### src/hdl/bvs_pkg.sv
package bvs_pkg;

	// Operation codes of an input beat.
	typedef enum logic [2:0] {
		OP_WRITE     = 3'd0,
		OP_READ      = 3'd1,
		OP_LOAD      = 3'd2,
		OP_TICK      = 3'd3,
		OP_SET_EN    = 3'd4,
		OP_SET_BLANK = 3'd5
	} bvs_op_t;

	// Resolution modes, low two bits of the resolution register.
	localparam logic [1:0] MODE_LOW  = 2'd0;
	localparam logic [1:0] MODE_MED  = 2'd1;
	localparam logic [1:0] MODE_HIGH = 2'd2;

	// Register map.
	localparam logic [5:0] RES_ADDR = 6'd32;

	// Counter constants.
	localparam logic [4:0] LPC_RESTART = 5'd4;
	localparam logic [4:0] LPC_END     = 5'd15;
	localparam logic [4:0] LPC_WRAP    = 5'd31;
	localparam logic [4:0] RPC_MAX     = 5'd31;
	localparam logic [4:0] RPC_MED_SWAP = 5'd7;
	localparam logic [2:0] LOADS_MAX   = 3'd7;
	localparam logic [2:0] LOADS_FULL  = 3'd4;
	localparam logic [1:0] PEND_MAX    = 2'd3;

	localparam int NUM_RESULTS = 4;

	// One result held in the output queue. Palette colours are looked up
	// when the result leaves the queue.
	typedef struct packed {
		logic       is_pixel;
		logic       lookup;
		logic       hi;
		logic [3:0] idx;
		logic [7:0] value;
		logic       last;
	} bvs_entry_t;

	// All results caused by one input beat.
	typedef struct packed {
		logic [2:0]                        n;
		bvs_entry_t [NUM_RESULTS-1:0]      ent;
	} bvs_batch_t;

endpackage

### src/hdl/bvs_if.sv
interface bvs_in_if;
	logic        valid;
	logic        ready;
	logic [2:0]  op;
	logic [5:0]  addr;
	logic [15:0] data;

	modport source(output valid, op, addr, data, input ready);
	modport sink(input valid, op, addr, data, output ready);
endinterface

interface bvs_out_if;
	logic       valid;
	logic       ready;
	logic [7:0] read_data;
	logic [7:0] red;
	logic [7:0] green;
	logic [7:0] blue;
	logic       is_pixel;
	logic       last;

	modport source(output valid, read_data, red, green, blue, is_pixel, last, input ready);
	modport sink(input valid, read_data, red, green, blue, is_pixel, last, output ready);
endinterface

### src/hdl/bvs_core.sv
module bvs_core (
	input  logic                clk,
	input  logic                arst_n,
	input  logic                acc,
	input  logic [2:0]          op,
	input  logic [5:0]          addr,
	input  logic [15:0]         data,
	input  logic [3:0]          lk_idx,
	output logic [15:0]         lk_word,
	output bvs_pkg::bvs_batch_t batch
);
	import bvs_pkg::*;

	logic [15:0] pal_q [16];
	logic [7:0]  res_q;
	logic [15:0] inw_q [4];
	logic [15:0] rot_q [4];
	logic [2:0]  lc_q;
	logic [4:0]  lpc_q;
	logic [4:0]  rpc_q;
	logic        cf_q;
	logic        reload_q;
	logic        de_q;
	logic        blank_q;
	logic [1:0]  pend_q;
	logic [2:0]  dly_q;

	logic [15:0] inw_d [4];
	logic [15:0] rot_d [4];
	logic [7:0]  res_d;
	logic [2:0]  lc_d;
	logic [4:0]  lpc_d;
	logic [4:0]  rpc_d;
	logic        cf_d;
	logic        reload_d;
	logic        de_d;
	logic        blank_d;
	logic [1:0]  pend_d;
	logic [2:0]  dly_d;

	// Palette port toward the output queue.
	assign lk_word = pal_q[lk_idx];

	// Colour entry, or black while blanked.
	function automatic bvs_entry_t col_entry(input logic [3:0] idx, input logic blank);
		bvs_entry_t e;
		e          = '0;
		e.is_pixel = 1'b1;
		e.lookup   = !blank;
		e.idx      = idx;
		return e;
	endfunction

	// Mono entry at a fixed level.
	function automatic bvs_entry_t mono_entry(input logic [7:0] v);
		bvs_entry_t e;
		e          = '0;
		e.is_pixel = 1'b1;
		e.value    = v;
		return e;
	endfunction

	// Next state and results for the beat at the input.
	always_comb begin
		logic [3:0]  sum;
		logic [1:0]  mode;
		logic [7:0]  mono;
		logic        restart;
		batch    = '0;
		res_d    = res_q;
		lc_d     = lc_q;
		lpc_d    = lpc_q;
		rpc_d    = rpc_q;
		cf_d     = cf_q;
		reload_d = reload_q;
		de_d     = de_q;
		blank_d  = blank_q;
		pend_d   = pend_q;
		dly_d    = dly_q;
		for (int k = 0; k < 4; k++) begin
			inw_d[k] = inw_q[k];
			rot_d[k] = rot_q[k];
		end
		sum     = {1'b0, lc_q} + {2'b00, pend_q};
		mode    = res_q[1:0];
		mono    = pal_q[0][0] ? 8'hff : 8'h00;
		restart = 1'b0;
		case (bvs_op_t'(op))
			OP_WRITE: begin
				if (addr == RES_ADDR) res_d = data[7:0];
			end
			OP_READ: begin
				batch.n            = 3'd1;
				batch.ent[0].last  = 1'b1;
				if (addr == RES_ADDR) begin
					batch.ent[0].value = res_q;
				end else if (!addr[5]) begin
					batch.ent[0].lookup = 1'b1;
					batch.ent[0].idx    = addr[4:1];
					batch.ent[0].hi     = !addr[0];
				end
			end
			OP_LOAD: begin
				if (lc_q < LOADS_FULL) inw_d[lc_q[1:0]] = data;
				if (pend_q < PEND_MAX) pend_d = pend_q + 2'd1;
				if (de_q) dly_d = dly_q | 3'b100;
			end
			OP_TICK: begin
				// Delayed load actions take effect first.
				lc_d   = (sum > {1'b0, LOADS_MAX}) ? LOADS_MAX : sum[2:0];
				pend_d = '0;
				cf_d   = cf_q | dly_q[0];
				dly_d  = dly_q >> 1;
				lpc_d  = cf_d ? lpc_q + 5'd1 : LPC_RESTART;
				// Draw pixels and shift the plane bits out.
				case (mode)
					MODE_LOW: begin
						batch.n      = 3'd2;
						batch.ent[0] = col_entry({rot_q[3][15], rot_q[2][15],
							rot_q[1][15], rot_q[0][15]}, blank_q);
						batch.ent[1] = batch.ent[0];
						for (int k = 0; k < 4; k++) rot_d[k] = rot_q[k] << 1;
					end
					MODE_MED: begin
						batch.n      = 3'd2;
						batch.ent[0] = col_entry({2'b00, rot_q[1][15], rot_q[0][15]},
							blank_q);
						batch.ent[1] = col_entry({2'b00, rot_q[1][14], rot_q[0][14]},
							blank_q);
						rot_d[0] = rot_q[0] << 2;
						rot_d[1] = rot_q[1] << 2;
					end
					MODE_HIGH: begin
						batch.n = 3'd4;
						for (int k = 0; k < 4; k++) begin
							batch.ent[k] = mono_entry(rot_q[0][15-k] ? ~mono : mono);
						end
						rot_d[0] = rot_q[0] << 4;
					end
					default: begin
						batch.n = 3'd0;
					end
				endcase
				if (reload_q) begin
					reload_d = 1'b0;
					lc_d     = '0;
				end
				// Word rotation every fourth pixel count.
				if (rpc_q[1:0] == 2'b11) begin
					if (mode == MODE_MED && rpc_q == RPC_MED_SWAP) begin
						rot_d[0] = rot_d[2];
						rot_d[1] = rot_d[3];
						rot_d[2] = '0;
						rot_d[3] = '0;
					end else if (mode == MODE_HIGH) begin
						rot_d[0] = rot_d[1];
						rot_d[1] = rot_d[2];
						rot_d[2] = rot_d[3];
						rot_d[3] = {16{pal_q[0][0]}};
					end
				end
				// End of a sixteen-pixel group.
				if (lpc_d == LPC_END) begin
					lpc_d   = LPC_WRAP;
					restart = 1'b1;
					if (lc_d == LOADS_FULL) begin
						reload_d = 1'b1;
						for (int k = 0; k < 4; k++) rot_d[k] = inw_q[k];
						if (!de_q) cf_d = 1'b0;
					end
				end
				if (restart) rpc_d = '0;
				else if (rpc_q < RPC_MAX) rpc_d = rpc_q + 5'd1;
				for (int k = 0; k < 4; k++) begin
					batch.ent[k].last = (3'(k + 1) == batch.n);
				end
			end
			OP_SET_EN: begin
				de_d = data[0];
			end
			OP_SET_BLANK: begin
				blank_d = data[0];
			end
			default: begin
			end
		endcase
	end

	// Palette byte writes.
	always_ff @(posedge clk or negedge arst_n) begin
		if (!arst_n) begin
			for (int k = 0; k < 16; k++) pal_q[k] <= '0;
		end else if (acc && bvs_op_t'(op) == OP_WRITE && !addr[5]) begin
			if (addr[0]) pal_q[addr[4:1]][7:0] <= data[7:0];
			else pal_q[addr[4:1]][15:8] <= data[7:0];
		end
	end

	// Shifter state.
	always_ff @(posedge clk or negedge arst_n) begin
		if (!arst_n) begin
			res_q    <= '0;
			lc_q     <= '0;
			lpc_q    <= LPC_RESTART;
			rpc_q    <= '0;
			cf_q     <= 1'b0;
			reload_q <= 1'b0;
			de_q     <= 1'b0;
			blank_q  <= 1'b0;
			pend_q   <= '0;
			dly_q    <= '0;
			for (int k = 0; k < 4; k++) begin
				inw_q[k] <= '0;
				rot_q[k] <= '0;
			end
		end else if (acc) begin
			res_q    <= res_d;
			lc_q     <= lc_d;
			lpc_q    <= lpc_d;
			rpc_q    <= rpc_d;
			cf_q     <= cf_d;
			reload_q <= reload_d;
			de_q     <= de_d;
			blank_q  <= blank_d;
			pend_q   <= pend_d;
			dly_q    <= dly_d;
			for (int k = 0; k < 4; k++) begin
				inw_q[k] <= inw_d[k];
				rot_q[k] <= rot_d[k];
			end
		end
	end

endmodule

### src/hdl/bvs_outq.sv
module bvs_outq (
	input  logic                clk,
	input  logic                arst_n,
	input  logic                acc,
	input  bvs_pkg::bvs_batch_t batch,
	output logic                can_take,
	output logic [3:0]          lk_idx,
	input  logic [15:0]         lk_word,
	bvs_out_if.source           out_ch
);
	import bvs_pkg::*;

	bvs_entry_t ent_q [NUM_RESULTS];
	logic [2:0] cnt_q;
	logic       emit;
	bvs_entry_t head;

	assign head     = ent_q[0];
	assign emit     = (cnt_q != 3'd0) && out_ch.ready;
	assign can_take = (cnt_q == 3'd0) || ((cnt_q == 3'd1) && out_ch.ready);
	assign lk_idx   = head.idx;

	// Result beat: palette colour or byte picked at the head of the queue.
	assign out_ch.valid    = (cnt_q != 3'd0);
	assign out_ch.is_pixel = head.is_pixel;
	assign out_ch.last     = head.last;
	always_comb begin
		out_ch.read_data = '0;
		out_ch.red       = '0;
		out_ch.green     = '0;
		out_ch.blue      = '0;
		if (!head.is_pixel) begin
			if (head.lookup) out_ch.read_data = head.hi ? lk_word[15:8] : lk_word[7:0];
			else out_ch.read_data = head.value;
		end else if (head.lookup) begin
			out_ch.red   = {lk_word[10:8], 5'b0};
			out_ch.green = {lk_word[6:4], 5'b0};
			out_ch.blue  = {lk_word[2:0], 5'b0};
		end else begin
			out_ch.red   = head.value;
			out_ch.green = head.value;
			out_ch.blue  = head.value;
		end
	end

	// Queue contents move one place per delivered beat.
	always_ff @(posedge clk) begin
		if (acc) begin
			for (int k = 0; k < NUM_RESULTS; k++) ent_q[k] <= batch.ent[k];
		end else if (emit) begin
			for (int k = 0; k < NUM_RESULTS - 1; k++) ent_q[k] <= ent_q[k+1];
			ent_q[NUM_RESULTS-1] <= '0;
		end
	end

	// Fill count.
	always_ff @(posedge clk or negedge arst_n) begin
		if (!arst_n) begin
			cnt_q <= '0;
		end else if (acc) begin
			cnt_q <= batch.n;
		end else if (emit) begin
			cnt_q <= cnt_q - 3'd1;
		end
	end

endmodule

### src/hdl/bitplane_video_shifter_top.sv
// Output: the first result of a beat is offered in the cycle after the beat is taken.
// Throughput: a beat is taken every cycle while the output queue is empty or its
// last result is being delivered; a beat with two or more results holds the input
// until the queue has sent all but one. A tick gives 2 results in low and medium
// resolution, 4 in high and none in mode three, one per cycle while the output is ready.
// Reset: arst_n clears palette, registers, counters and the queue at once.
module bitplane_video_shifter_top (
	input  logic      clk,
	input  logic      arst_n,
	bvs_in_if.sink    in_ch,
	bvs_out_if.source out_ch
);
	import bvs_pkg::*;

	logic       acc;
	logic       can_take;
	logic [3:0] lk_idx;
	logic [15:0] lk_word;
	bvs_batch_t batch;

	// Input beat handshake.
	assign in_ch.ready = can_take;
	assign acc         = in_ch.valid && can_take;

	bvs_core u_core (
		.clk    (clk),
		.arst_n (arst_n),
		.acc    (acc),
		.op     (in_ch.op),
		.addr   (in_ch.addr),
		.data   (in_ch.data),
		.lk_idx (lk_idx),
		.lk_word(lk_word),
		.batch  (batch)
	);

	bvs_outq u_outq (
		.clk     (clk),
		.arst_n  (arst_n),
		.acc     (acc),
		.batch   (batch),
		.can_take(can_take),
		.lk_idx  (lk_idx),
		.lk_word (lk_word),
		.out_ch  (out_ch)
	);

endmodule

### src/flat_wrapper.sv
// flat-port wrapper written by rule: the top's interface ports become plain ports
module bitplane_video_shifter_top_flat import bvs_pkg::*;
  (clk, arst_n, in_ch_valid, in_ch_op, in_ch_addr, in_ch_data, in_ch_ready, out_ch_valid, out_ch_read_data, out_ch_red, out_ch_green, out_ch_blue, out_ch_is_pixel, out_ch_last, out_ch_ready);
  bvs_in_if in_ch_i ();
  bvs_out_if out_ch_i ();
  input  logic clk;
  input  logic arst_n;
  input wire logic [$bits(in_ch_i.valid)-1:0] in_ch_valid;
  input wire logic [$bits(in_ch_i.op)-1:0] in_ch_op;
  input wire logic [$bits(in_ch_i.addr)-1:0] in_ch_addr;
  input wire logic [$bits(in_ch_i.data)-1:0] in_ch_data;
  output wire logic [$bits(in_ch_i.ready)-1:0] in_ch_ready;
  output wire logic [$bits(out_ch_i.valid)-1:0] out_ch_valid;
  output wire logic [$bits(out_ch_i.read_data)-1:0] out_ch_read_data;
  output wire logic [$bits(out_ch_i.red)-1:0] out_ch_red;
  output wire logic [$bits(out_ch_i.green)-1:0] out_ch_green;
  output wire logic [$bits(out_ch_i.blue)-1:0] out_ch_blue;
  output wire logic [$bits(out_ch_i.is_pixel)-1:0] out_ch_is_pixel;
  output wire logic [$bits(out_ch_i.last)-1:0] out_ch_last;
  input wire logic [$bits(out_ch_i.ready)-1:0] out_ch_ready;
  assign in_ch_i.valid = in_ch_valid;
  assign in_ch_i.op = in_ch_op;
  assign in_ch_i.addr = in_ch_addr;
  assign in_ch_i.data = in_ch_data;
  assign in_ch_ready = in_ch_i.ready;
  assign out_ch_valid = out_ch_i.valid;
  assign out_ch_read_data = out_ch_i.read_data;
  assign out_ch_red = out_ch_i.red;
  assign out_ch_green = out_ch_i.green;
  assign out_ch_blue = out_ch_i.blue;
  assign out_ch_is_pixel = out_ch_i.is_pixel;
  assign out_ch_last = out_ch_i.last;
  assign out_ch_i.ready = out_ch_ready;
  bitplane_video_shifter_top u_core (.clk(clk), .arst_n(arst_n), .in_ch(in_ch_i), .out_ch(out_ch_i));
endmodule
### config.mk
export PLATFORM = sky130hd
export DESIGN_NAME = bitplane_video_shifter_top_flat
export DESIGN_NICKNAME = d
export VERILOG_FILES = /design/src/hdl/bvs_pkg.sv /design/src/hdl/bvs_if.sv /design/src/hdl/bvs_core.sv /design/src/hdl/bvs_outq.sv /design/src/hdl/bitplane_video_shifter_top.sv /design/src/flat_wrapper.sv
export SDC_FILE = /design/constraint.sdc
export NUM_CORES = 1
export LEC_CHECK = 0
export ABC_CLOCK_PERIOD_IN_PS = 2820
export BUFFER_PORTS_ARGS = -buffer_cell sky130_fd_sc_hd__buf_2
export CAP_MARGIN = 20
export CELL_PAD_IN_SITES_DETAIL_PLACEMENT = 1
export CELL_PAD_IN_SITES_GLOBAL_PLACEMENT = 2
export CORE_MARGIN = 3
export CORE_UTILIZATION = 44
export CTS_CLUSTER_DIAMETER = 200
export DETAILED_ROUTE_END_ITERATION = 8
export GPL_ROUTABILITY_DRIVEN = 0
export PLACE_DENSITY_LB_ADDON = 0.1
export SYNTH_ARGS = -nofsm -noshare
export SYNTH_HDL_FRONTEND = slang
export SYNTH_SLANG_ARGS = --single-unit
### constraint.sdc
create_clock -name clk -period 2.82 [get_ports clk]
set_clock_uncertainty 0.15 [all_clocks]
set_input_delay 0.141 -clock clk [delete_from_list [all_inputs] [get_ports clk]]
set_output_delay 0.141 -clock clk [all_outputs]
set_load 0.005 [all_outputs]
## Word-level counts from Yosys, hierarchy flattened

Memory sizes are Yosys's and may differ from the RTL's.
Cells that the tools add are included.

- $add $sub $neg: 5
- $lt $le $gt $ge: 9
- Equal/unequal tests: 19
- Mux-type cells: 74
- Bitwise operators: 10
- Reductions and logical operators: 29

Operators with widths:

| operator | number |
|---|---|
| 256-bit bitwise mux | 2 |
| 64-bit two-way mux | 5 |
| 256-bit two-way mux | 1 |
| 16-bit demux with 4-bit select | 2 |
| 16-bit two-way mux | 8 |
| 8-bit two-way mux | 16 |
| 32-bit case mux with 3 select lines | 1 |
| 16-bit binary-select mux with 4-bit select | 1 |
| 64-bit bitwise mux | 1 |
| 32-bit two-way mux | 2 |
| 49-bit two-way mux | 1 |
| 16-bit case mux with 3 select lines | 1 |
| 16-bit demux with 2-bit select | 1 |
| 16-bit case mux with 2 select lines | 1 |
| 15-bit case mux with 2 select lines | 1 |
| 3-bit two-way mux | 7 |
| 5-bit two-way mux | 4 |
| 3-bit case mux with 2 select lines | 3 |
| 3-bit AND reduction | 6 |
| 1-bit two-way mux | 12 |
| 6-bit two-way mux | 2 |
| 5-bit by 1-bit adder with 5-bit output (second input constant) | 2 |
| 5-bit greater-or-equal comparator (second input constant) | 2 |
| 4-bit inverter with 5-bit output | 2 |
| 37 further kinds | 62 |

- Flip-flop bits (word level): 417
- RAM bits: 64
- Input port bits: 29
- Output and inout port bits: 36
- Word-level logic and storage cells: 183
- Memories: 1

Memory list:

| memory | depth | width | read ports | clocked after memory_dff | wr ports | RTL line | RTL |
|---|---|---|---|---|---|---|---|
| u_core.u_outq.ent_q | 4 | 16 | 4 | 0 | 4 | bvs_outq.sv:13 | `bvs_entry_t ent_q [NUM_RESULTS];` |

## Depth between registers and ports, before layout

Gate-level depths: netlist of the first run.

- Depth in word-level cells: 8
- Depth in mapped cells: 9
- Mapped depth without buffers: 7

## By module

From an unflattened synthesis of the first run, not the netlist that was laid out.

- Cell total of the unflattened synthesis: 1828
- Area total of the unflattened synthesis: 24060.6 sq um

By module, submodules not included:

| module | instances | cells each | area an instance (sq um) | seq. area each (sq um) |
|---|---|---|---|---|
| bvs_core | 1 | 1591 | 20556.0 | 10361.2 |
| bvs_outq | 1 | 236 | 3498.4 | 1996.9 |
| bitplane_video_shifter_top | 1 | 1 | 6.3 | 0.0 |

## Worst setup path after synthesis of the first run

No wires, ideal clock.

- Path kind: register -> register
- From: register u_core.u_outq.cnt_q[0]
- To: register u_core.u_core.inw_q[56] (netlist bit)
- Setup time: 125 ps
- Data arrival time: 2161 ps
- Required time: 2545 ps
- Path slack: 384 ps
- Stages on the path, launching flop included: 9
- Buffers on the path: 1
- Period minus slack after synthesis: 2436 ps
- Cell sequence: dfrtp_1 inv_1 ha_1 a21o_1 nand4_1 nor3_2 nor3b_2 buf_6 mux2_2

- Cells in the longest elaborated chain, start to end: 5
- Elaborated cells between the ends (all ways): 6
- Those cells by class: 1 x eq/ne; 5 x reduce/logical

RTL lines:

| item | RTL line | RTL |
|---|---|---|
| start: declaration | bvs_outq.sv:14 | `logic [2:0] cnt_q;` |
| start signal: assignment | bvs_outq.sv:61 | `cnt_q <= batch.n;` |
| start signal: assignment | bvs_outq.sv:63 | `cnt_q <= cnt_q - 3'd1;` |
| 3-bit by 1-bit == test with 1-bit output | bvs_outq.sv:20 | `assign can_take = (cnt_q == 3'd0) \|\| ((cnt_q == 3'd1) && out_ch.ready);` |
| 1-bit logical AND | bvs_outq.sv:20 |  |
| 1-bit logical OR (*) | bvs_outq.sv:20 |  |
| 1-bit logical AND (*) | bitplane_video_shifter_top.sv:23 | `assign acc = in_ch.valid && can_take;` |
| 3-bit AND reduction (no line) (*) | n/a |  |
| end signal: indexed assignment | bvs_core.sv:228 | `inw_q[k] <= inw_d[k];` |
| end: declaration | bvs_core.sv:16 | `logic [15:0] inw_q [4];` |

Every way passes the cells marked *; elsewhere a longest branch is shown, timed or not.
A chain may end at the register's enable or synchronous reset.

==> parameters.txt, run 1 <==
Parameter                              Value

CTS
  TritonCTS sink count ... 447
  Number of buffers between clock root and the deepest sink ... 3
  TritonCTS buffer count ... 51
  H-tree Lvls ... 2
  Root buf cell ... sky130_fd_sc_hd__clkbuf_16
  Clock insertion delay at the later pin of the skew report ... 0.60 ns
  TritonCTS clock tree ... yes
  Clk pin slew, worst setup/hold paths ... 0.06 ns

Cells and area
  Top library cells by usage in the layout, fill and taps aside ... 414 x sky130_fd_sc_hd__dfrtp_1, 321 x sky130_fd_sc_hd__mux2_2, 136 x sky130_fd_sc_hd__nand2_1, 115 x sky130_fd_sc_hd__nor2_1, 73 x sky130_fd_sc_hd__mux4_2
  Area growth from synthesis to layout ... 17.5%
  Share of post-route cells with drive strength above 1 ... 0.386
  Number of antenna cells inserted ... 0
  Final Net Count ... 1955
  Most common library cell in the layout ignoring fill and taps ... sky130_fd_sc_hd__dfrtp_1

Place
  Count of input and output buffers ... 64
  Detail Placement HPWL ... 42.4 mm
  Post-placement setup slack ... 0.131 ns

Worst setup path
  Crit path capture type ... output port
  Bufs and invs on worst path ... 3
  Reg-to-Reg Start ... u_core.u_core.pend_q[0]$_DFFE_PN0P_
  Start point of the critical path ... u_core.u_outq.ent_q[0][9]$_DFFE_PP_
  Data arrival time at the worst-slack endpoint ... 2.88 ns
  Crit-path cells ... buf_12 > buf_12 > mux4_2 > mux4_2 > mux2_4 > a22o_1 > buf_2
  Critical Path RT ... 2.53 ns
  Category of the critical setup timing path ... register to output port
  Largest fanout of any net on the critical path ... 8
  Slowest library cell on the worst path ... sky130_fd_sc_hd__mux4_2
  Critical path's top delay family ... multiplexers
  Biggest cell delay along the critical path ... 0.51 ns
  Startpoint class of the critical path ... register

Logic synthesis
  Number of flops mapped to enable cells by yosys ... 30
  Number of warnings printed during yosys synthesis ... 0
  FFs w/ async S/R, synth ... 0.933
  Post-Syn Nets ... 1860
  Part of the Yosys area used for sequential elements ... 0.504
  Cells after synthesis ... 1822
  Seq cells post-synth ... 447
  Most frequently used flop master after synthesis ... sky130_fd_sc_hd__dfrtp_1
  Number of different library cells in the post-synthesis netlist ... 71
  Synthesized area per cell ... 12.4 um^2
  Area of the mapped netlist ... 22500 um^2

Pwr
  Leakage dissipation ... 0.0121 uW
  Max IR drop VDD ... 497 uV
  Power density over the cells ... 708 nW/um^2

Floorplanning
  Total Die Area ... 53900 um^2
  Vert. Die Dim ... 232 um
  Number of standard-cell rows in the floorplan ... 82
  Chip width ... 232 um
  Number of top-level pins ... 65
  Effective utilization at floorplan ... 0.447
  Core area ... 50400 um^2

Routing
  Detailed-route DRC error count ... 0
  Vias after detailed routing ... 15800
  Number of antenna-violating nets in the routed design ... 0
  Detail-routed net length per standard cell ... 25.7 um
  First-pass DRT Iterations ... 7
  Number of DRC markers after the initial detailed-route iteration ... 975
  Routed wire length ... 67.5 mm
  Detail-routed via count per cell ... 6.02

STA
  Period utilisation layout ... 1.12
  Pins over their slew limit ... 0
  Setup repair after global routing missed its margin ... true
  Total negative slack for setup checks ... -3.55 ns
  Worst slew margin relative to its limit ... 0.339
  Shortest period the worst path allows ... 3.17 ns
  Final setup violating endpoints ... 17
  Least setup slack across all paths after layout ... -0.348 ns
  Timing-limited maximum frequency ... 316 MHz
  Total count of hold-check failures in the final report ... 0
  Transition time of the tightest slew-check pin ... 0.992 ns

Global routing
  Largest net degree at the start of global routing ... 80
  Vias in the first global route ... 17100
  Initial antenna violation count ... 1
  Total global routing overflow ... 0
  Combined global-route utilization of all metal layers ... 0.254
  Global-route wire length before repair ... 105 mm

Hold path
  Type of the tightest min-delay check ... primary input to register
  Start point of the worst min-delay path ... in_ch_addr[3]

Run status
  Failing checks ... negative setup slack
  Result of the run ... complete, but fails checks

Flow run
  Max Cap Violations ... 0
## flip-flops by register name, indices dropped and copies added, names as in the netlist, 5 cells and up
signal,count
u_core.u_core.inw_q,64
u_core.u_core.lpc_q,5
u_core.u_core.pal_q,256
u_core.u_core.res_q,8
u_core.u_core.rot_q,64
u_core.u_core.rpc_q,5
u_core.u_outq.ent_q,30
## per-stage QoR
stage / instance area, um^2 / power, uW / util / instances / hold WS [ns]
floorplan: 22500 / 10000 / - / 1822 / -0.305
global placement: 23900 / 11400 / 0.474 / 2483 / -0.0211
detailed placement: 23900 / 11500 / 0.474 / 2483 / -0.0125
CTS: 26300 / 18800 / 0.522 / 2621 / 0.000205
global route: 26500 / 19600 / 0.525 / 2627 / 0.0627
finish: 26500 / 18700 / 0.525 / 2627 / 0.0275
## cell type report
class,instances,area [um^2]
Tap cell,672,841
Sequential cell,447,11300
Clock inverter,17,205
Fill cell,5029,23900
Timing Repair Buffer,191,1770
Multi-Input combinational cell,1212,10800
Inverter,14,52.6
Clock buffer,74,1490
## logic make-up (layout without fill, tap and decap cells)
logic type,after synthesis,after routing,share of synthesized area
buffers and inverters,163,296,0.0320
AND/OR/NAND/NOR,420,420,0.0904
XOR/XNOR,9,9,0.00350
adder cells (fa/ha/maj),9,9,0.00534
AO/OA/AOI/OAI,303,303,0.0957
flip-flops,447,447,0.504
multiplexers,471,471,0.269
## per-layer routing
layer  vias up  track usage  wire length [um]
met1      8453        0.325             28600
li1       6952            -                 -
met3       108       0.0324              2240
met5         -            0                 0
met2       291        0.445             34400
met4         0       0.0842              2200
## worst paths after layout
check / to / slack, ns / cells past startpoint
worst max-delay path: out_ch_read_data[7] / -0.35 / 7
worst min-delay path: u_core.u_outq.ent_q[0][11]$_DFFE_PP_ / 0.03 / 3
worst max register to register: u_core.u_core.rot_q[7]$_DFFE_PN0P_ / 0.17 / 7
worst min register to register: u_core.u_core.dly_q[0]$_DFFE_PN0P_ / 0.33 / 2
max in group asynchronous: u_core.u_core.inw_q[27]$_DFFE_PN0P_ / 1.97 / 3
min in group asynchronous: u_core.u_core.pal_q[91]$_DFFE_PN0P_ / 0.07 / 3
## cell usage after synthesis, types with 5 or more instances
cell	instances	area share
sky130_fd_sc_hd__o32ai_1	9	0.0035
sky130_fd_sc_hd__a31oi_1	22	0.0061
sky130_fd_sc_hd__nor3_1	15	0.0033
sky130_fd_sc_hd__o22ai_1	5	0.0014
sky130_fd_sc_hd__a21oi_1	43	0.0096
sky130_fd_sc_hd__o31ai_1	42	0.014
sky130_fd_sc_hd__o21ai_0	54	0.012
sky130_fd_sc_hd__mux2_1	24	0.012
sky130_fd_sc_hd__a2bb2oi_1	11	0.0043
sky130_fd_sc_hd__a22oi_1	10	0.0033
sky130_fd_sc_hd__nand3_1	36	0.0080
sky130_fd_sc_hd__nand2_2	32	0.0089
sky130_fd_sc_hd__buf_1	9	0.0015
sky130_fd_sc_hd__a22o_1	5	0.0019
sky130_fd_sc_hd__ha_1	8	0.0044
sky130_fd_sc_hd__inv_1	14	0.0023
sky130_fd_sc_hd__nand2_1	138	0.023
sky130_fd_sc_hd__buf_4	13	0.0043
sky130_fd_sc_hd__nor2_1	119	0.020
sky130_fd_sc_hd__a211oi_1	26	0.0087
sky130_fd_sc_hd__and2_1	9	0.0025
sky130_fd_sc_hd__nand2b_1	16	0.0044
sky130_fd_sc_hd__edfxtp_1	30	0.040
sky130_fd_sc_hd__buf_2	30	0.0067
sky130_fd_sc_hd__a222oi_1	12	0.0053
sky130_fd_sc_hd__a21o_1	6	0.0020
sky130_fd_sc_hd__xnor2_1	6	0.0023
sky130_fd_sc_hd__dfrtp_1	416	0.46
sky130_fd_sc_hd__nor2b_1	21	0.0058
sky130_fd_sc_hd__mux2i_1	48	0.021
sky130_fd_sc_hd__o221a_2	12	0.0060
sky130_fd_sc_hd__o2111ai_1	16	0.0062
sky130_fd_sc_hd__clkbuf_1	94	0.016
sky130_fd_sc_hd__mux2_2	326	0.16
sky130_fd_sc_hd__mux4_2	73	0.073
## worst register-to-register path: stages, from the launching register on
cell                       delay, ns
sky130_fd_sc_hd__dfrtp_1        0.42
sky130_fd_sc_hd__ha_1           0.24
sky130_fd_sc_hd__fa_1           0.39
sky130_fd_sc_hd__a31oi_1        0.34
sky130_fd_sc_hd__o2111a_2       0.36
sky130_fd_sc_hd__buf_12         0.24
sky130_fd_sc_hd__a211oi_1       0.11
sky130_fd_sc_hd__o31ai_1        0.28
## power by group
part	switching [uW]	internal [uW]
Combinational	2180	1950
Clock	2750	4030
Sequential	653	7160
Total	5580	13100
## what timing repair did
item / 4_1_cts / 5_1_grt
endpoints found under the setup margin: 17 / 31
buffers inserted: 25 / 6
pin swaps: 21 / 10
hold buffers: 21 / 0
gates cloned: 1 / 1
endpoints found under the hold margin: 458 / 0
gates resized for setup: 64 / 22
Power figures use the tool's default switching activity.
==> run 2: changes to the inputs <==
- CORE_UTILIZATION: 44 -> 45
- MAX_ROUTING_LAYER: unset -> met4
- SYNTH_HIERARCHICAL: unset -> 1
==> run 2 against run 1 <==
Net effect:
- the flow still finishes with violations (negative setup slack)
- clock power is 7.5% higher
- die area up 4.4%
- synthesized area up 6.9%
- clock-buffer cell count increased by 14
- total power rose by 13%
- first-iteration DRC count shrank 19%
- setup slack worse by 0.27 ns
- critical path depth up 2
- hold slack about the same
- design area is 7.1% higher
- via count is 0.96% lower
- sequential share of layout area increased by 0.78 points
- critical path type unchanged
- largest cell class unchanged
==> parameters.txt, run 2 <==
Parameter                              Value

Worst setup path
  Biggest cell delay along the critical path ... 0.56 ns (+0.05 ns)
  Largest fanout of any net on the critical path ... 7 (-1)
  Crit-path cells ... buf_4 > buf_12 > buf_4 > mux4_2 > mux4_2 > mux2_2 > nand2_1 > a21oi_1 > buf_2
  Critical Path RT ... 2.53 ns (about the same)
  Reg2reg path depth ... 12 (+5)
  Data arrival time at the worst-slack endpoint ... 3.15 ns (+0.27 ns)
  Startpoint class of the critical path ... register
  Category of the critical setup timing path ... register to output port
  Terminus of the critical flop-to-flop path ... u_core/u_core/pal_q[250]$_DFFE_PN0P_
  Reg-to-Reg Start ... u_core/u_outq/cnt_q[0]$_DFFE_PN0P_
  Crit path capture type ... output port
  Slowest library cell on the worst path ... sky130_fd_sc_hd__mux4_2
  Minimum setup slack among reg-to-reg paths ... -0.03 ns (-0.20 ns)

Pwr
  Switching portion of total power ... 0.288 (-0.0105)
  Clock Power Share ... 0.344 (-0.018)
  Power density over the cells ... 747 nW/um^2 (+5.6%)
  Proportion of power drawn by flip-flops and latches ... 0.424 (+0.007)
  Total power consumption of the routed design ... 21200 uW (+13%)
  Max IR drop VDD ... 600 uV (+21%)
  Leakage dissipation ... 0.0131 uW (+8.3%)
  Sw Pwr ... 6090 uW (+9.1%)
  Internal Power ... 15100 uW (+15%)
  Combinational cell fraction of total power ... 0.232 (+0.011)

Routing
  Detailed-route DRC error count ... 0 (unchanged)
  Detail-routed net length per standard cell ... 25.2 um (-1.9%)
  Detail-routed via count per cell ... 5.86 (-2.6%)
  First-pass DRT Iterations ... 5 (-2)
  Number of antenna-violating nets in the routed design ... 0 (unchanged)
  Routed wire length ... 67.3 mm (-0.24%)
  Number of DRC markers after the initial detailed-route iteration ... 787 (-19%)
  Vias after detailed routing ... 15700 (-0.96%)

Cells and area
  Final Net Count ... 1974 (+0.97%)
  Max FFs per register ... 256 (unchanged)
  Reg area ... 12400 um^2 (+9.0%)
  Biggest register ... u_core/u_core/pal_q
  Area of the multi-input gates ... 11000 um^2 (+2.3%)
  Top library cells by usage in the layout, fill and taps aside ... 413 x sky130_fd_sc_hd__dfrtp_1, 344 x sky130_fd_sc_hd__mux2_2, 108 x sky130_fd_sc_hd__nand2_1, 101 x sky130_fd_sc_hd__o21ai_0
  Number of filler instances in the final layout ... 5123 (+1.9%)
  Final Instance Count excl. Fillers ... 2671 (+1.7%)
  Area growth from synthesis to layout ... 17.7%
  Most common library cell in the layout ignoring fill and taps ... sky130_fd_sc_hd__dfrtp_1
  Share of post-route cells with drive strength above 1 ... 0.423 (+0.0365)

Place
  Count of input and output buffers ... 64 (unchanged)
  Detail Placement HPWL ... 42.5 mm (about the same)
  Number of placed instances with taps included ... 2517 (+1.4%)

CTS
  H-tree Lvls ... 2 (unchanged)
  TritonCTS clock tree ... yes
  Number of buffers between clock root and the deepest sink ... 3 (unchanged)
  Root buf cell ... sky130_fd_sc_hd__clkbuf_16
  Clock insertion delay at the later pin of the skew report ... 0.60 ns (about the same)
  TritonCTS sink count ... 481 (+7.6%)
  TritonCTS buffer count ... 55 (+7.8%)
  Clk pin slew, worst setup/hold paths ... 0.06 ns (about the same)

Global routing
  Largest net degree at the start of global routing ... 85 (+6.3%)
  Initial antenna violation count ... 4 (+3)
  Combined global-route utilization of all metal layers ... 0.245 (-0.00870)
  Total global routing overflow ... 0 (unchanged)
  Global-route wire length before repair ... 103 mm (-1.3%)
  Vias in the first global route ... 16600 (-2.9%)

Floorplanning
  Total Die Area ... 56300 um^2 (+4.4%)
  Core area ... 52800 um^2 (+4.7%)
  Vert. Die Dim ... 237 um (+2.2%)
  Chip width ... 237 um (+2.2%)
  Number of top-level pins ... 65 (unchanged)
  Number of standard-cell rows in the floorplan ... 84 (+2.4%)
  Effective utilization at floorplan ... 0.456 (+0.00916)

Logic synthesis
  Number of different library cells in the post-synthesis netlist ... 64 (-9.9%)
  Area of the mapped netlist ... 24100 um^2 (+6.9%)
  Commonest cells post-synth ... 416 x sky130_fd_sc_hd__dfrtp_1, 346 x sky130_fd_sc_hd__mux2_2, 112 x sky130_fd_sc_hd__nand2_1
  Library cell with the largest summed area after synthesis ... sky130_fd_sc_hd__dfrtp_1
  Main combinational cell family by area after synthesis ... multiplexers
  Seq cells post-synth ... 481 (+7.6%)
  Compound-gate portion of the synthesized area ... 0.0756 (-0.0201)
  Multiplexer fraction of the synthesized cell area ... 0.298 (+0.0284)
  Count leader, synth ... sky130_fd_sc_hd__dfrtp_1
  Number of warnings printed during yosys synthesis ... 6 (+6)
  Simple-Gate Fraction of Synth Area ... 0.0612 (-0.0292)
  Xor and xnor area share after synthesis ... 0.00364 (+0.000139)
  FFs w/ async S/R, synth ... 0.867 (-0.0659)
  Part of the Yosys area used for sequential elements ... 0.514 (+0.0100)
  Area share of the largest cell type after synthesis ... 0.433 (-0.0298)
  Cells after synthesis ... 1828 (+0.33%)
  Cells taking the most area after synthesis ... sky130_fd_sc_hd__dfrtp_1 43%, sky130_fd_sc_hd__mux2_2 16%, sky130_fd_sc_hd__mux4_2 8.2%
  Most frequently used flop master after synthesis ... sky130_fd_sc_hd__dfrtp_1
  Adder and majority gate portion of the synthesized area ... 0.00499 (-0.000344)
  Synthesized area per cell ... 13.2 um^2 (+6.5%)
  Number of flops mapped to enable cells by yosys ... 64 (+110%)

STA
  Transition time of the tightest slew-check pin ... 0.948 ns (-0.0445 ns)
  Final setup violating endpoints ... 33 (+16)
  Setup repair after global routing missed its margin ... true
  Period utilisation layout ... 1.22 (+0.0961)
  Shortest period the worst path allows ... 3.44 ns (+0.271 ns)
  Timing-limited maximum frequency ... 291 MHz (-7.9%)
  Total count of hold-check failures in the final report ... 0 (unchanged)
  Pins over their slew limit ... 0 (unchanged)
  Worst slew margin relative to its limit ... 0.368 (+0.0296)
  Least setup slack across all paths after layout ... -0.619 ns (-0.271 ns)

Hold path
  Type of the tightest min-delay check ... primary input to register
  Start point of the worst min-delay path ... in_ch_addr[3]
  Worst Hold Depth ... 3 (unchanged)
  Endpoint of the worst hold-timing path ... u_core/u_outq/ent_q[0][11]$_DFFE_PP_

Flow run
  Max Cap Violations ... 0 (unchanged)

Run status
  Result of the run ... complete, but fails checks
  Failing checks ... negative setup slack
[run 2: cell types whose count changed after synthesis, moves of 20 or more]
| cell | previous run | this run |
|---|---|---|
| sky130_fd_sc_hd__nand2_1 | 138 | 112 |
| sky130_fd_sc_hd__buf_4 | 13 | 55 |
| sky130_fd_sc_hd__nor2_1 | 119 | 45 |
| sky130_fd_sc_hd__a211oi_1 | 26 | 46 |
| sky130_fd_sc_hd__mux2_4 | 0 | 44 |
| sky130_fd_sc_hd__o21ai_0 | 54 | 102 |
| sky130_fd_sc_hd__nand2_2 | 32 | 9 |
| sky130_fd_sc_hd__edfxtp_1 | 30 | 64 |
| sky130_fd_sc_hd__nand3_1 | 36 | 16 |
| sky130_fd_sc_hd__o31ai_1 | 42 | 7 |
| sky130_fd_sc_hd__mux2_2 | 326 | 346 |
[run 2: kinds of logic (layout without fill, tap and decap cells)]
| logic type | after synthesis | after routing |
|---|---|---|
| multiplexers | 539 | 539 |
| flip-flops | 481 | 481 |
| AND/OR/NAND/NOR | 296 | 296 |
| AO/OA/AOI/OAI | 292 | 292 |
| buffers and inverters | 200 | 337 |
| XOR/XNOR | 10 | 10 |
| adder cells (fa/ha/maj) | 9 | 9 |
| other | 1 | 19 |
[run 2: power groups by stage]
stage | sequential (uW) | clock, uW | combinational [uW]
after floorplan | 8700 | 0 | 3160
after global placement | 9030 | 0 | 4380
after detailed placement | 9080 | 0 | 4460
after CTS | 8970 | 7490 | 4670
after global routing | 9100 | 7780 | 5290
final | 8980 | 7290 | 4900
[run 2: routing by layer]
metal,GRT usage,up-vias,part of all wire
li1,-,6926,-
met5,-,-,0
met3,0.0365,97,0.032
met4,0.0645,0,0.023
met1,0.337,8367,0.47
met2,0.384,262,0.48
[run 2: worst max-delay path by stage]
stage                                              from                                    to  slack (ns)  cells after the start
global placement     u_core/u_outq/cnt_q[0]$_DFFE_PN0P_  u_core/u_core/pal_q[168]$_DFFE_PN0P_       -0.05                     12
global route        u_core/u_outq/ent_q[0][9]$_DFFE_PP_                   out_ch_read_data[3]       -0.73                      9
CTS                 u_core/u_outq/ent_q[0][9]$_DFFE_PP_                   out_ch_read_data[7]       -0.63                      8
detailed placement   u_core/u_outq/cnt_q[0]$_DFFE_PN0P_  u_core/u_core/pal_q[141]$_DFFE_PN0P_       -0.16                     12
finish              u_core/u_outq/ent_q[0][9]$_DFFE_PP_                   out_ch_read_data[7]       -0.62                      9
floorplan            u_core/u_outq/cnt_q[0]$_DFFE_PN0P_  u_core/u_core/pal_q[250]$_DFFE_PN0P_        0.09                     10
[run 2: cell type report]
| cell class | count | share of cell area |
|---|---|---|
| inverter | 10 | 0.00133 |
| multi-input combinational | 1160 | 0.388 |
| antenna | 5 | 0.000442 |
| timing repair buffer | 228 | 0.0782 |
| clock inverter | 11 | 0.00548 |
| tap | 688 | 0.0304 |
| clock buffer | 88 | 0.0594 |
| sequential | 481 | 0.437 |
[run 2: what timing repair did]
action	in CTS	in global routing
hold buffers	23	0
setup endpoints to repair	238	300
gates resized for setup	29	40
buffers inserted	8	16
cloned	1	2
endpoints found under the hold margin	467	0
pin swaps	6	13
[run 2: worst max-delay path: cells and delay by family, from the launching register on]
family | cells | cell delay (ns)
flops | 1 | 0.41
mux | 3 | 1.35
compound gates | 1 | 0.08
simple gates | 1 | 0.09
buf+inv | 4 | 0.60
[run 2: per-stage QoR]
step	worst slack (ns)	util	hold WS, ns	setup TNS, ns	cell area [um^2]
after floorplan	0.0894	-	-0.305	0	24100
after global placement	-0.0463	0.487	-0.0148	-1.28	25700
after detailed placement	-0.163	0.487	-0.00634	-12.03	25700
after CTS	-0.626	0.530	0.00674	-7.98	28000
after global routing	-0.728	0.537	0.0105	-17.36	28300
final	-0.619	0.537	0.0278	-8.14	28300
==> run 3: changes to the inputs <==
- ABC_CLOCK_PERIOD_IN_PS: 2820 -> 3650
- clock period: 2.82 -> 3.65 ns (I/O delays scaled with it)
==> run 3 against run 2 <==
Net effect:
- the run now ends clean
- sequential cell count stayed put
- first-iteration DRC count is 16% higher
- combinational power is 33% lower
- sequential power is 22% lower
- hold slack better by 0.012 ns
- via count is 2.7% lower
- critical path depth is 1 lower
- non-clock buffer count is 91 lower
- clock-buffer cell count stayed put
- clock power is 22% lower
- wire length is 1.6% lower
- critical path type unchanged
- critical endpoint unchanged
- highest routed layer unchanged
==> parameters.txt, run 3 (synthesized netlist as in run 2, its figures left out) <==
Parameter                              Value

Global routing
  Largest net degree at the start of global routing ... 100 (+18%)
  Global-route wire length before repair ... 103 mm (-0.22%)
  Initial antenna violation count ... 4 (unchanged)
  Total global routing overflow ... 0 (unchanged)
  Vias in the first global route ... 16400 (-1.1%)
  Combined global-route utilization of all metal layers ... 0.246 (+0.00112)

Pwr
  Leakage dissipation ... 0.0124 uW (-5.0%)
  Combinational cell fraction of total power ... 0.206 (-0.026)
  Proportion of power drawn by flip-flops and latches ... 0.438 (+0.014)
  Max IR drop VDD ... 381 uV (-36%)
  Power density over the cells ... 589 nW/um^2 (-21%)
  Internal Power ... 11300 uW (-25%)
  Clock Power Share ... 0.356 (+0.012)
  Switching portion of total power ... 0.288 (about the same)
  Sw Pwr ... 4570 uW (-25%)

STA
  Worst slew margin relative to its limit ... 0.302 (-0.0663)
  Period utilisation layout ... 0.967
  Total count of hold-check failures in the final report ... 0 (unchanged)
  Pins over their slew limit ... 0 (unchanged)
  Transition time of the tightest slew-check pin ... 1.04 ns (+0.0956 ns)
  Setup repair after global routing missed its margin ... false
  Final setup violating endpoints ... 0 (-100%)
  Total negative slack for setup checks ... 0 ns (+8.14 ns)
  Shortest period the worst path allows ... 3.53 ns
  Timing-limited maximum frequency ... 283 MHz

Routing
  Vias after detailed routing ... 15200 (-2.7%)
  Detail-routed net length per standard cell ... 25.7 um (+1.9%)
  Detail-routed via count per cell ... 5.91 (+0.77%)
  First-pass DRT Iterations ... 4 (-1)
  Detailed-route DRC error count ... 0 (unchanged)
  Number of antenna-violating nets in the routed design ... 0 (unchanged)
  Number of DRC markers after the initial detailed-route iteration ... 910 (+16%)
  Routed wire length ... 66.2 mm (-1.6%)

Worst setup path
  Minimum setup slack among reg-to-reg paths ... 0.29 ns (+0.32 ns)
  Data arrival time at the worst-slack endpoint ... 3.20 ns (+0.05 ns)
  Last element of the critical path ... out_ch_read_data[7]
  Start point of the critical path ... u_core/u_outq/ent_q[0][9]$_DFFE_PP_
  Startpoint class of the critical path ... register
  Slowest library cell on the worst path ... sky130_fd_sc_hd__mux4_2
  Largest fanout of any net on the critical path ... 12 (+5)
  Critical Path RT ... 3.32 ns (+0.79 ns)
  Most common cell type on the critical path ... sky130_fd_sc_hd__mux4_2
  Reg2reg path depth ... 10 (-2)
  Category of the critical setup timing path ... register to output port
  Biggest cell delay along the critical path ... 0.53 ns (-0.03 ns)
  Terminus of the critical flop-to-flop path ... u_core/u_core/pal_q[3]$_DFFE_PN0P_
  Crit-path cells ... buf_4 > bufbuf_16 > mux4_2 > mux4_2 > mux2_2 > nand2_1 > a21oi_1 > buf_2
  Crit path capture type ... output port
  Reg-to-Reg Start ... u_core/u_outq/cnt_q[0]$_DFFE_PN0P_

Run status
  Result of the run ... completed

CTS
  Clock insertion delay at the later pin of the skew report ... 0.61 ns (about the same)
  TritonCTS sink count ... 481 (unchanged)
  TritonCTS buffer count ... 55 (unchanged)
  Number of buffers between clock root and the deepest sink ... 3 (unchanged)
  Root buf cell ... sky130_fd_sc_hd__clkbuf_16
  H-tree Lvls ... 2 (unchanged)
  Clk pin slew, worst setup/hold paths ... 0.06 ns (about the same)
  TritonCTS clock tree ... yes

Floorplanning
  Vert. Die Dim ... 237 um (unchanged)
  Chip width ... 237 um (unchanged)
  Core area ... 52800 um^2 (unchanged)
  Number of top-level pins ... 65 (unchanged)
  Effective utilization at floorplan ... 0.456 (unchanged)
  Number of standard-cell rows in the floorplan ... 84 (unchanged)
  Total Die Area ... 56300 um^2 (unchanged)

Hold path
  Start point of the worst min-delay path ... in_ch_addr[4]
  Type of the tightest min-delay check ... primary input to register

Cells and area
  Share of post-route cells with drive strength above 1 ... 0.386 (-0.0364)
  Most common library cell in the layout ignoring fill and taps ... sky130_fd_sc_hd__dfrtp_1
  Top library cells by usage in the layout, fill and taps aside ... 414 x sky130_fd_sc_hd__dfrtp_1, 346 x sky130_fd_sc_hd__mux2_2, 112 x sky130_fd_sc_hd__nand2_1, 102 x sky130_fd_sc_hd__o21ai_0, 88 x sky130_fd_sc_hd__mux4_2
  Final Instance Count excl. Fillers ... 2579 (-3.4%)
  Max FFs per register ... 256 (unchanged)
  Final Net Count ... 1883 (-4.6%)
  Biggest register ... u_core/u_core/pal_q
  Area growth from synthesis to layout ... 12.1%

Flow run
  Max Cap Violations ... 0 (unchanged)

Place
  Detail Placement HPWL ... 41.0 mm (-3.5%)
  Number of placed instances with taps included ... 2455 (-2.5%)
  Count of input and output buffers ... 64 (unchanged)
[run 3: per-stage QoR]
| stage | util | total power (uW) | hold slack, ns | setup slack (ns) | cell area (um^2) |
|---|---|---|---|---|---|
| after detailed placement | 0.471 | 10200 | 0.164 | 0.302 | 24900 |
| after global placement | 0.471 | 10200 | 0.165 | 0.375 | 24900 |
| after CTS | 0.511 | 16100 | 0.0211 | 0.0429 | 27000 |
| after floorplan | - | 9170 | -0.263 | 0.495 | 24100 |
| final | 0.511 | 15900 | 0.0400 | 0.122 | 27000 |
| after global routing | 0.511 | 16700 | 0.00943 | 0.00267 | 27000 |
[run 3: layout make-up]
cell class	count	area, um^2
well taps	688	861
multi-input cells	1160	10800
fillers	5227	25800
clock inverters	14	134
clock buffers	88	1730
repair buffers	137	1070
inverters	10	37.5
diodes	1	2.50
flip-flops and latches	481	12400
[run 3: how the worst min path moves through the flow]
stage	endpoint	slack [ns]	cells after the start
after floorplan	u_core/u_core/blank_q$_DFFE_PN0P_	-0.26	0
after global placement	u_core/u_core/rot_q[11]$_DFFE_PN0P_	0.17	1
after detailed placement	u_core/u_core/rot_q[11]$_DFFE_PN0P_	0.16	1
after CTS	u_core/u_outq/ent_q[0][14]$_DFFE_PP_	0.02	3
after global routing	u_core/u_outq/ent_q[0][12]$_DFFE_PP_	0.009	3
final	u_core/u_outq/ent_q[0][12]$_DFFE_PP_	0.04	3
[run 3: power groups by stage]
stage	Clock (uW)	Sequential [uW]	Combinational (uW)
3_3_place_gp	0	7020	3140
3_5_place_dp	0	7050	3190
2_1_floorplan	0	6730	2440
4_1_cts	5800	6960	3310
6_report	5660	6960	3270
5_1_grt	6030	7070	3590
[run 3: what timing repair did]
action | in CTS | in global routing
cloned | 1 | 0
gates resized for setup | 0 | 3
hold buffers | 19 | 0
buffers inserted | 1 | 0
endpoints found under the setup margin | 1 | 3
endpoints found under the hold margin | 128 | 0
[run 3: worst max-delay path: cells and delay by family, from the launching register on]
kind / cells / cell delay (ns)
muxes: 3 / 1.36
and+or+nand+nor: 1 / 0.10
AOI/OAI and AO/OA: 1 / 0.09
buffers and inverters: 3 / 0.65
DFF: 1 / 0.39
[run 3: layer usage]
metal / up-vias / global-route usage / wire, um
li1: 6726 / - / -
met1: 8172 / 0.348 / 31300
met2: 259 / 0.382 / 31200
met3: 72 / 0.0376 / 2570
met4: 0 / 0.0514 / 1100
met5: - / - / 0
